<file path="config.mk">
export PLATFORM = sky130hd
export DESIGN_NAME = feature_occupancy_grid_top
export DESIGN_NICKNAME = d
export VERILOG_FILES = /design/src/hdl/fog_pkg.sv /design/src/hdl/fog_div.sv /design/src/hdl/fog_map.sv /design/src/hdl/fog_dp.sv /design/src/hdl/fog_ctrl.sv /design/src/hdl/feature_occupancy_grid_top.sv
export SDC_FILE = /design/constraint.sdc
export NUM_CORES = 1
export LEC_CHECK = 0
export ABC_AREA = 0
export CORE_AREA = 8 8 233 235
export DETAILED_ROUTE_END_ITERATION = 6
export DIE_AREA = 0 0 241 243
export DONT_BUFFER_PORTS = 1
export SYNTH_ARGS = -nofsm -noshare
export SYNTH_HDL_FRONTEND = slang
export SYNTH_SLANG_ARGS = --single-unit
export TNS_END_PERCENT = 5
</file>
<file path="constraint.sdc">
create_clock -name aclk -period 3.85 [get_ports aclk]
set_input_delay 0.385 -clock aclk [delete_from_list [all_inputs] [get_ports aclk]]
set_output_delay 0.385 -clock aclk [all_outputs]
set_load 0.05 [all_outputs]
</file>
<file path="src/hdl/fog_pkg.sv">
package fog_pkg;

    localparam int GRID_COLS = 16;
    localparam int GRID_ROWS = 16;

    localparam int COORD_W = 12;
    localparam int CFG_DATA_W = 12;
    localparam int REG_IDX_W = 1;

    localparam int COL_W = (GRID_COLS > 1) ? $clog2(GRID_COLS) : 1;
    localparam int ROW_W = (GRID_ROWS > 1) ? $clog2(GRID_ROWS) : 1;
    localparam int DIV_CNT_W = $clog2(COORD_W + 1);

    localparam logic [CFG_DATA_W-1:0] IMAGE_COLS_RST = 12'd640;
    localparam logic [CFG_DATA_W-1:0] IMAGE_ROWS_RST = 12'd480;

    localparam logic [REG_IDX_W-1:0] REG_IMAGE_COLS = 1'b0;
    localparam logic [REG_IDX_W-1:0] REG_IMAGE_ROWS = 1'b1;

    localparam logic [1:0] OP_MARK = 2'd0;
    localparam logic [1:0] OP_QUERY = 2'd1;
    localparam logic [1:0] OP_CLEAR = 2'd2;

    localparam logic [1:0] ROW_OFF_ABOVE = 2'd0;
    localparam logic [1:0] ROW_OFF_CENTER = 2'd1;
    localparam logic [1:0] ROW_OFF_BELOW = 2'd2;

    typedef struct packed {
        logic [1:0]         op;
        logic [COORD_W-1:0] x;
        logic [COORD_W-1:0] y;
    } fog_in_t;

    typedef struct packed {
        logic is_new;
        logic out_of_grid;
    } fog_out_t;

    typedef struct packed {
        logic       item_load;
        logic       div_start;
        logic       map_clear;
        logic       map_rd;
        logic [1:0] row_off;
        logic       map_wr;
        logic       res_load;
    } fog_cmd_t;

    typedef struct packed {
        logic       div_busy;
        logic [1:0] op;
        logic       oog;
    } fog_sts_t;

endpackage

</file>
<file path="src/hdl/fog_div.sv">
module fog_div (
    input  logic                        aclk,
    input  logic                        aresetn,
    input  logic                        start,
    input  logic [fog_pkg::COORD_W-1:0] dividend,
    input  logic [fog_pkg::COORD_W-1:0] divisor,
    output logic                        busy,
    output logic [fog_pkg::COORD_W-1:0] quotient
);
    import fog_pkg::*;

    logic                 busy_reg;
    logic [DIV_CNT_W-1:0] cnt_reg;
    logic [COORD_W-1:0]   dvd_reg;
    logic [COORD_W-1:0]   dvs_reg;
    logic [COORD_W-1:0]   rem_reg;
    logic [COORD_W:0]     shifted;
    logic [COORD_W+1:0]   diff;

    assign shifted = {rem_reg, dvd_reg[COORD_W-1]};
    assign diff = {1'b0, shifted} - {2'b00, dvs_reg};

    always_ff @(posedge aclk) begin
        if (!aresetn) begin
            busy_reg <= 1'b0;
            cnt_reg <= '0;
        end else if (start) begin
            busy_reg <= 1'b1;
            cnt_reg <= DIV_CNT_W'(COORD_W);
        end else if (busy_reg) begin
            cnt_reg <= cnt_reg - 1'b1;
            busy_reg <= (cnt_reg != DIV_CNT_W'(1));
        end
    end

    always_ff @(posedge aclk) begin
        if (start) begin
            dvd_reg <= dividend;
            dvs_reg <= divisor;
            rem_reg <= '0;
        end else if (busy_reg) begin
            rem_reg <= diff[COORD_W+1] ? shifted[COORD_W-1:0] : diff[COORD_W-1:0];
            dvd_reg <= {dvd_reg[COORD_W-2:0], ~diff[COORD_W+1]};
        end
    end

    assign busy = busy_reg;
    assign quotient = dvd_reg;

endmodule

</file>
<file path="src/hdl/fog_map.sv">
module fog_map (
    input  logic                          aclk,
    input  logic                          aresetn,
    input  logic                          clr,
    input  logic                          rd_en,
    input  logic [fog_pkg::ROW_W-1:0]     rd_addr,
    output logic [fog_pkg::GRID_COLS-1:0] rd_data,
    input  logic                          wr_en,
    input  logic [fog_pkg::ROW_W-1:0]     wr_addr,
    input  logic [fog_pkg::GRID_COLS-1:0] wr_data
);
    import fog_pkg::*;

    logic [GRID_COLS-1:0] mem [GRID_ROWS];
    logic [GRID_ROWS-1:0] row_vld_reg;
    logic [GRID_COLS-1:0] rd_raw_reg;
    logic                 rd_vld_reg;

    always_ff @(posedge aclk) begin
        if (!aresetn) begin
            row_vld_reg <= '0;
        end else if (clr) begin
            row_vld_reg <= '0;
        end else if (wr_en) begin
            row_vld_reg[wr_addr] <= 1'b1;
        end
    end

    always_ff @(posedge aclk) begin
        if (wr_en) begin
            mem[wr_addr] <= wr_data;
        end
        if (rd_en) begin
            rd_raw_reg <= mem[rd_addr];
            rd_vld_reg <= row_vld_reg[rd_addr];
        end
    end

    assign rd_data = rd_vld_reg ? rd_raw_reg : '0;

endmodule

</file>
<file path="src/hdl/fog_dp.sv">
module fog_dp (
    input  logic                           aclk,
    input  logic                           aresetn,
    input  fog_pkg::fog_in_t               s_data,
    input  logic                           cfg_wr_en,
    input  logic [fog_pkg::REG_IDX_W-1:0]  cfg_idx,
    input  logic [fog_pkg::CFG_DATA_W-1:0] cfg_wdata,
    input  fog_pkg::fog_cmd_t              cmd,
    output fog_pkg::fog_sts_t              sts,
    output fog_pkg::fog_out_t              m_data
);
    import fog_pkg::*;

    logic [CFG_DATA_W-1:0] image_cols_reg;
    logic [CFG_DATA_W-1:0] image_rows_reg;
    fog_in_t               item_reg;
    fog_out_t              out_reg;
    logic                  any_reg;
    logic                  rd_pend_reg;

    logic [COORD_W-1:0]    cw;
    logic [COORD_W-1:0]    ch;
    logic [COORD_W-1:0]    dx_dividend;
    logic [COORD_W-1:0]    dx_divisor;
    logic [COORD_W-1:0]    dy_dividend;
    logic [COORD_W-1:0]    dy_divisor;
    logic [COORD_W-1:0]    qx;
    logic [COORD_W-1:0]    qy;
    logic                  busy_x;
    logic                  busy_y;
    logic                  oog;
    logic [COL_W-1:0]      cx;
    logic [ROW_W-1:0]      cy;
    logic [ROW_W+1:0]      row_sum;
    logic                  row_ok;
    logic [ROW_W-1:0]      row_addr;
    logic [GRID_COLS-1:0]  col_mask;
    logic [GRID_COLS-1:0]  rd_data;
    logic [GRID_COLS-1:0]  wr_data;
    logic                  rd_en;
    logic                  is_mark;
    logic                  is_query;

    always_ff @(posedge aclk) begin
        if (!aresetn) begin
            image_cols_reg <= IMAGE_COLS_RST;
            image_rows_reg <= IMAGE_ROWS_RST;
        end else if (cfg_wr_en) begin
            if (cfg_idx == REG_IMAGE_COLS) begin
                image_cols_reg <= cfg_wdata;
            end
            if (cfg_idx == REG_IMAGE_ROWS) begin
                image_rows_reg <= cfg_wdata;
            end
        end
    end

    assign cw = COORD_W'(image_cols_reg / GRID_COLS);
    assign ch = COORD_W'(image_rows_reg / GRID_ROWS);

    assign dx_dividend = item_reg.x;
    assign dx_divisor = cw;
    assign dy_dividend = item_reg.y;
    assign dy_divisor = ch;

    fog_div u_div_x (
        .aclk     (aclk),
        .aresetn  (aresetn),
        .start    (cmd.div_start),
        .dividend (dx_dividend),
        .divisor  (dx_divisor),
        .busy     (busy_x),
        .quotient (qx)
    );

    fog_div u_div_y (
        .aclk     (aclk),
        .aresetn  (aresetn),
        .start    (cmd.div_start),
        .dividend (dy_dividend),
        .divisor  (dy_divisor),
        .busy     (busy_y),
        .quotient (qy)
    );

    assign oog = (cw == '0) || (ch == '0)
              || (qx >= COORD_W'(GRID_COLS)) || (qy >= COORD_W'(GRID_ROWS));
    assign cx = qx[COL_W-1:0];
    assign cy = qy[ROW_W-1:0];

    assign row_sum = {2'b00, cy} + {{ROW_W{1'b0}}, cmd.row_off};
    assign row_ok = (row_sum != '0) && (row_sum <= (ROW_W+2)'(GRID_ROWS));
    assign row_addr = ROW_W'(row_sum - 1'b1);
    assign rd_en = cmd.map_rd && row_ok;

    always_comb begin
        for (int i = 0; i < GRID_COLS; i++) begin
            col_mask[i] = ((COL_W+2)'(i) + 1'b1 >= {2'b00, cx})
                       && ((COL_W+2)'(i) <= {2'b00, cx} + 1'b1);
        end
    end

    assign wr_data = rd_data | (GRID_COLS'(1) << cx);

    fog_map u_map (
        .aclk    (aclk),
        .aresetn (aresetn),
        .clr     (cmd.map_clear),
        .rd_en   (rd_en),
        .rd_addr (row_addr),
        .rd_data (rd_data),
        .wr_en   (cmd.map_wr),
        .wr_addr (cy),
        .wr_data (wr_data)
    );

    always_ff @(posedge aclk) begin
        if (!aresetn) begin
            rd_pend_reg <= 1'b0;
        end else begin
            rd_pend_reg <= rd_en;
        end
    end

    always_ff @(posedge aclk) begin
        if (cmd.item_load) begin
            item_reg <= s_data;
        end
        if (cmd.div_start) begin
            any_reg <= 1'b0;
        end else if (rd_pend_reg && ((rd_data & col_mask) != '0)) begin
            any_reg <= 1'b1;
        end
        if (cmd.res_load) begin
            out_reg.is_new <= is_query && !oog && !any_reg;
            out_reg.out_of_grid <= (is_mark || is_query) && oog;
        end
    end

    assign is_mark = (item_reg.op == OP_MARK);
    assign is_query = (item_reg.op == OP_QUERY);

    assign sts.div_busy = busy_x || busy_y;
    assign sts.op = item_reg.op;
    assign sts.oog = oog;
    assign m_data = out_reg;

endmodule

</file>
<file path="src/hdl/fog_ctrl.sv">
module fog_ctrl (
    input  logic              aclk,
    input  logic              aresetn,
    input  logic              s_valid,
    output logic              s_ready,
    output logic              m_valid,
    input  logic              m_ready,
    input  logic              cfg_wr_en,
    input  fog_pkg::fog_sts_t sts,
    output fog_pkg::fog_cmd_t cmd
);
    import fog_pkg::*;

    typedef enum logic [2:0] {
        ST_IDLE,
        ST_ITEM,
        ST_DIV_WAIT,
        ST_MARK_RD,
        ST_MARK_WR,
        ST_QRD,
        ST_QLAST,
        ST_RESP
    } state_t;

    state_t     state_reg;
    state_t     state_next;
    logic [1:0] row_cnt_reg;
    logic [1:0] row_cnt_next;
    logic       m_valid_reg;
    logic       m_valid_next;

    assign s_ready = (state_reg == ST_IDLE) && !cfg_wr_en;

    always_comb begin
        state_next = state_reg;
        row_cnt_next = row_cnt_reg;
        cmd = '0;
        cmd.row_off = ROW_OFF_CENTER;
        unique case (state_reg)
            ST_IDLE: begin
                if (s_ready && s_valid) begin
                    cmd.item_load = 1'b1;
                    state_next = ST_ITEM;
                end
            end
            ST_ITEM: begin
                if (sts.op == OP_MARK || sts.op == OP_QUERY) begin
                    cmd.div_start = 1'b1;
                    state_next = ST_DIV_WAIT;
                end else if (sts.op == OP_CLEAR) begin
                    cmd.map_clear = 1'b1;
                    state_next = ST_RESP;
                end else begin
                    state_next = ST_RESP;
                end
            end
            ST_DIV_WAIT: begin
                if (!sts.div_busy) begin
                    if (sts.oog) begin
                        state_next = ST_RESP;
                    end else if (sts.op == OP_MARK) begin
                        state_next = ST_MARK_RD;
                    end else begin
                        row_cnt_next = ROW_OFF_ABOVE;
                        state_next = ST_QRD;
                    end
                end
            end
            ST_MARK_RD: begin
                cmd.map_rd = 1'b1;
                state_next = ST_MARK_WR;
            end
            ST_MARK_WR: begin
                cmd.map_wr = 1'b1;
                state_next = ST_RESP;
            end
            ST_QRD: begin
                cmd.map_rd = 1'b1;
                cmd.row_off = row_cnt_reg;
                row_cnt_next = row_cnt_reg + 1'b1;
                if (row_cnt_reg == ROW_OFF_BELOW) begin
                    state_next = ST_QLAST;
                end
            end
            ST_QLAST: begin
                state_next = ST_RESP;
            end
            ST_RESP: begin
                if (!m_valid_reg || m_ready) begin
                    cmd.res_load = 1'b1;
                    state_next = ST_IDLE;
                end
            end
            default: begin
                state_next = ST_IDLE;
            end
        endcase
    end

    always_comb begin
        m_valid_next = m_valid_reg;
        if (cmd.res_load) begin
            m_valid_next = 1'b1;
        end else if (m_ready) begin
            m_valid_next = 1'b0;
        end
    end

    always_ff @(posedge aclk) begin
        if (!aresetn) begin
            state_reg <= ST_IDLE;
            row_cnt_reg <= ROW_OFF_ABOVE;
            m_valid_reg <= 1'b0;
        end else begin
            state_reg <= state_next;
            row_cnt_reg <= row_cnt_next;
            m_valid_reg <= m_valid_next;
        end
    end

    assign m_valid = m_valid_reg;

endmodule

</file>
<file path="src/hdl/feature_occupancy_grid_top.sv">
// Feature occupancy grid: a bitmap of grid cells over an image, one bit per cell.
// Input channel (s_valid/s_ready/s_data): one beat carries op, x, y.
//   mark sets the cell of (x, y); query asks whether that cell and its in-bounds
//   3x3 neighbourhood are all clear; clear empties the whole map.
// Result channel (m_valid/m_ready/m_data): exactly one beat per input beat,
//   carrying is_new and out_of_grid, in input order.
// Config port (cfg_wr_en/cfg_idx/cfg_wdata): index 0 image_cols, 1 image_rows.
//   Cell sizes follow the registers at once; s_ready is low in a write cycle.
//   Write only while no beat is in flight.
// Path from accept to m_valid: clear and unused ops go straight to the result;
//   mark and query go through two 12-bit restoring dividers (one bit per cycle,
//   x and y in parallel), and an out-of-grid beat ends there; a mark then reads
//   and writes its map row, a query reads three map rows, one per cycle.
// One beat is in flight at a time; the next is taken in idle, after the result loads.
// Reset: the map is cleared at once, the size registers return to 640 x 480,
//   and s_ready is high once reset has put the controller in its idle state.
// Stall: the result register holds a finished beat while m_ready is low; the
//   next beat is accepted and worked on, and waits only to load that register.
module feature_occupancy_grid_top (
    input  logic                           aclk,
    input  logic                           aresetn,
    input  logic                           s_valid,
    output logic                           s_ready,
    input  fog_pkg::fog_in_t               s_data,
    output logic                           m_valid,
    input  logic                           m_ready,
    output fog_pkg::fog_out_t              m_data,
    input  logic                           cfg_wr_en,
    input  logic [fog_pkg::REG_IDX_W-1:0]  cfg_idx,
    input  logic [fog_pkg::CFG_DATA_W-1:0] cfg_wdata
);
    import fog_pkg::*;

    fog_cmd_t cmd;
    fog_sts_t sts;

    fog_ctrl u_ctrl (
        .aclk      (aclk),
        .aresetn   (aresetn),
        .s_valid   (s_valid),
        .s_ready   (s_ready),
        .m_valid   (m_valid),
        .m_ready   (m_ready),
        .cfg_wr_en (cfg_wr_en),
        .sts       (sts),
        .cmd       (cmd)
    );

    fog_dp u_dp (
        .aclk      (aclk),
        .aresetn   (aresetn),
        .s_data    (s_data),
        .cfg_wr_en (cfg_wr_en),
        .cfg_idx   (cfg_idx),
        .cfg_wdata (cfg_wdata),
        .cmd       (cmd),
        .sts       (sts),
        .m_data    (m_data)
    );

endmodule
</file>
==> reports/results.ini <==
[clock_network]
h-tree-depth = 2
cts.sinks = 415
clkLatencyLatePin_ns = 0.60
cts_tree = built
numCtsBuffers = 44
post_cts_resized = 0
clockBufferDepth = 3
clkTransAtPathRegs_ns = 0.06
cts_root_buffer = clkbuf_16

[place]
dp_slack_ns = 0.2239
hpwl_mm = 23.84
io_buffer_count = 0
gp_congestion = 0.8455

[yosys]
synthCells = 1175
syn-num-nets = 1254
synth_ff_type = edfxtp_1
synthMostInstantiatedCell = edfxtp_1
netlist.area_leader.share = 0.5843
synth-seq-area-share = 0.6689
synthTopCellsByCount = edfxtp_1 (341), nand2_1 (130), dfxtp_1 (74)
synthArstFlopShare = 0
ys_warn_count = 0
synth_seq_cells = 415
syn_area_per_cell_um2 = 14.91
synth-edff-count = 341
yosysTopAreaCell = edfxtp_1
syn_area_um2 = 17520
ys_types = 65
ys_top_cells_by_area = edfxtp_1 (58%), mux4_2 (8.7%), dfxtp_1 (8.5%), mux2i_1 (3.5%), nand2_1 (2.8%)

[power_and_ir_drop]
leakage_nw = 7.082
p_int_mw = 10.85
p_sw_mw = 5.283
totalPowerFinal_mw = 16.13
clockPowerShare = 0.258
power.density_nw_per_um2 = 788.7
ir_drop_v = 0.0004141
p_sw_frac = 0.3276
power.share.combinational = 0.362
p_seq_frac = 0.380

[timing]
finalSetupViolCount = 0
rsz0062_at_grt = no
hold_viol_final = 0
worst_slack_ns = 0.4830
worst_pin_slew_ns = 0.9108
fin_crit_sh = 0.8746
skew_ns = 0.04011
setup_tns_ns = 0
relSlewSlack = 0.3920
period_needed_ns = 3.367
timing.fmax_mhz = 297.0
final_max_slew_viol_count = 0

[floorplan]
die_w_um = 241
coreArea_um2 = 50680
chipHeight_um = 243
dieArea_um2 = 58560
start_util = 0.3458
io_pins = 48
core.rowCount = 83

[final_layout]
seqCellArea_um2 = 11720
num-fill-cells = 4703
fin_util = 0.4035
area_delta_synth_final_pct = 16.70
antenna_cells = 0
final_layout_size_suffix_gt1_frac = 0.1659
fin_nets = 1329
multi_input_area_um2 = 5482
largest_reg_flops = 256

[setup_path]
cp.required_ns = 4.16
cp_data_arrival_time_ns = 3.68
path_cells = nand2_1 > nor2_1 > nand2_1 > ha_4 > fa_1 > inv_1 > ha_2 > buf_4 > mux4_2 > mux2i_1 > mux2i_1
cp_slowest_cell = ha_2
critPathMaxFanout = 12
worstSetupPathType = flip-flop to flip-flop
end_kind = flip-flop
worst_setup_path_start_kind = flip-flop
slowest_delay_ns = 0.58

[hold_path]
hp-class = primary input to flip-flop

[flow_run]
cap_violations = 0

[outcome]
outcome = completed

[route]
drcViolationCount = 0
avgViaCountPerCell = 5.148
vias = 10110
wl_per_cell_um = 20.41
first_pass_iters = 5
dr.first_iter.drc_count = 863
wirelength_mm = 40.08
postRouteAntennaNets = 0

[grt]
gr-usage-all-layers = 0.1362
grt_max_degree = 70
grt_first_pass_wirelength_mm = 61.40
antenna_found_initial = 1
grt_pass1_vias = 10280
grt-ovfl-total = 0

## placed cells by master, fill, tap and decap left out, types with 6 or more instances in the layout
| cell type | netlist | layout |
|---|---|---|
| nor3_1 | 16 | 11 |
| clkinv_2 | 0 | 6 |
| nand3b_1 | 7 | 7 |
| nor2b_1 | 7 | 7 |
| dlygate4sd3_1 | 0 | 36 |
| nand3_1 | 18 | 18 |
| a21oi_1 | 37 | 37 |
| nand2_1 | 130 | 130 |
| dfxtp_1 | 74 | 74 |
| inv_1 | 44 | 44 |
| clkbuf_1 | 35 | 12 |
| clkinv_1 | 0 | 6 |
| or4_1 | 6 | 6 |
| o21a_1 | 26 | 26 |
| nor2_2 | 0 | 12 |
| nor2_1 | 55 | 43 |
| mux4_2 | 68 | 68 |
| mux2_2 | 6 | 6 |
| nor4_1 | 8 | 8 |
| buf_4 | 0 | 45 |
| xnor2_1 | 12 | 12 |
| ha_1 | 32 | 30 |
| o21ai_0 | 49 | 49 |
| clkbuf_16 | 0 | 44 |
| mux2i_1 | 62 | 62 |
| a22o_1 | 9 | 9 |
| edfxtp_1 | 341 | 341 |
| nand2b_1 | 13 | 13 |
| xor2_1 | 9 | 9 |
## power groups by stage
stage / Combinational (mW) / Sequential [mW] / Clock (mW)
final: 5.84 / 6.13 / 4.16
after global routing: 6.39 / 6.19 / 4.46
after CTS: 5.73 / 6.13 / 4.29
after detailed placement: 5.68 / 6.21 / 0
after global placement: 5.53 / 6.20 / 0
after floorplan: 4.21 / 6.03 / 0
## final cells by class
| class | count | area share |
|---|---|---|
| sequential | 415 | 0.5731 |
| multi-input combinational | 658 | 0.2680 |
| clock buffer | 60 | 0.05873 |
| tap | 680 | 0.04160 |
| timing repair buffer | 86 | 0.03903 |
| clock inverter | 20 | 0.01120 |
| inverter | 45 | 0.008259 |
## critical path, delay by kind of cell, from the launching register on
family	cells	cell delay (ns)
buffers and inverters	2	0.38
DFF	1	0.32
adders and majority gates	3	1.31
and+or+nand+nor	3	0.47
muxes	3	0.63
## cells by family (layout without fill, tap and decap cells)
group | after synthesis | in the layout | share of synthesized area
AO/OA/AOI/OAI | 181 | 181 | 0.06861
XOR/XNOR | 23 | 23 | 0.01235
adder cells (fa/ha/maj) | 35 | 35 | 0.02627
buffers and inverters | 102 | 211 | 0.02306
flip-flops | 415 | 415 | 0.6689
multiplexers | 136 | 136 | 0.1267
AND/OR/NAND/NOR | 283 | 283 | 0.07418
## routing by layer
| metal | global-route usage | part of all wire |
|---|---|---|
| met1 | 0.1851 | 0.44 |
| met5 | 0 | 0.00020 |
| met2 | 0.2185 | 0.48 |
| met4 | 0.04044 | 0.022 |
| met3 | 0.02663 | 0.059 |
## metrics by stage
| stage | hold slack (ns) | std cells | area, um^2 |
|---|---|---|---|
| floorplan | 0.4304 | 1175 | 17530 |
| CTS | 0.0005233 | 1958 | 20390 |
| global placement | 0.4439 | 1842 | 18600 |
| detailed placement | 0.4503 | 1842 | 18600 |
| global route | 0.03540 | 1964 | 20450 |
| finish | 0.04092 | 1964 | 20450 |
## worst paths after layout
path / depth (start not counted) / slack (ns) / endpoint / startpoint
hold / removal: 2 / 0.04 / u_dp.u_div_y.cnt_reg[0] / aresetn
setup reg to reg: 11 / 0.48 / u_dp.u_map.rd_raw_reg[10] / u_ctrl.state_reg[0]
hold reg to reg: 1 / 0.46 / u_dp.u_map.row_vld_reg[0] / u_dp.u_map.row_vld_reg[0]
setup / recovery: 11 / 0.48 / u_dp.u_map.rd_raw_reg[10] / u_ctrl.state_reg[0]
## repair_timing
item	CTS	global route
hold buffers	36	0
hold endpoints to repair	44	0
setup buffers	0	6
endpoints found under the setup margin	0	1
Note: power is estimated with default switching activity, not from simulation.
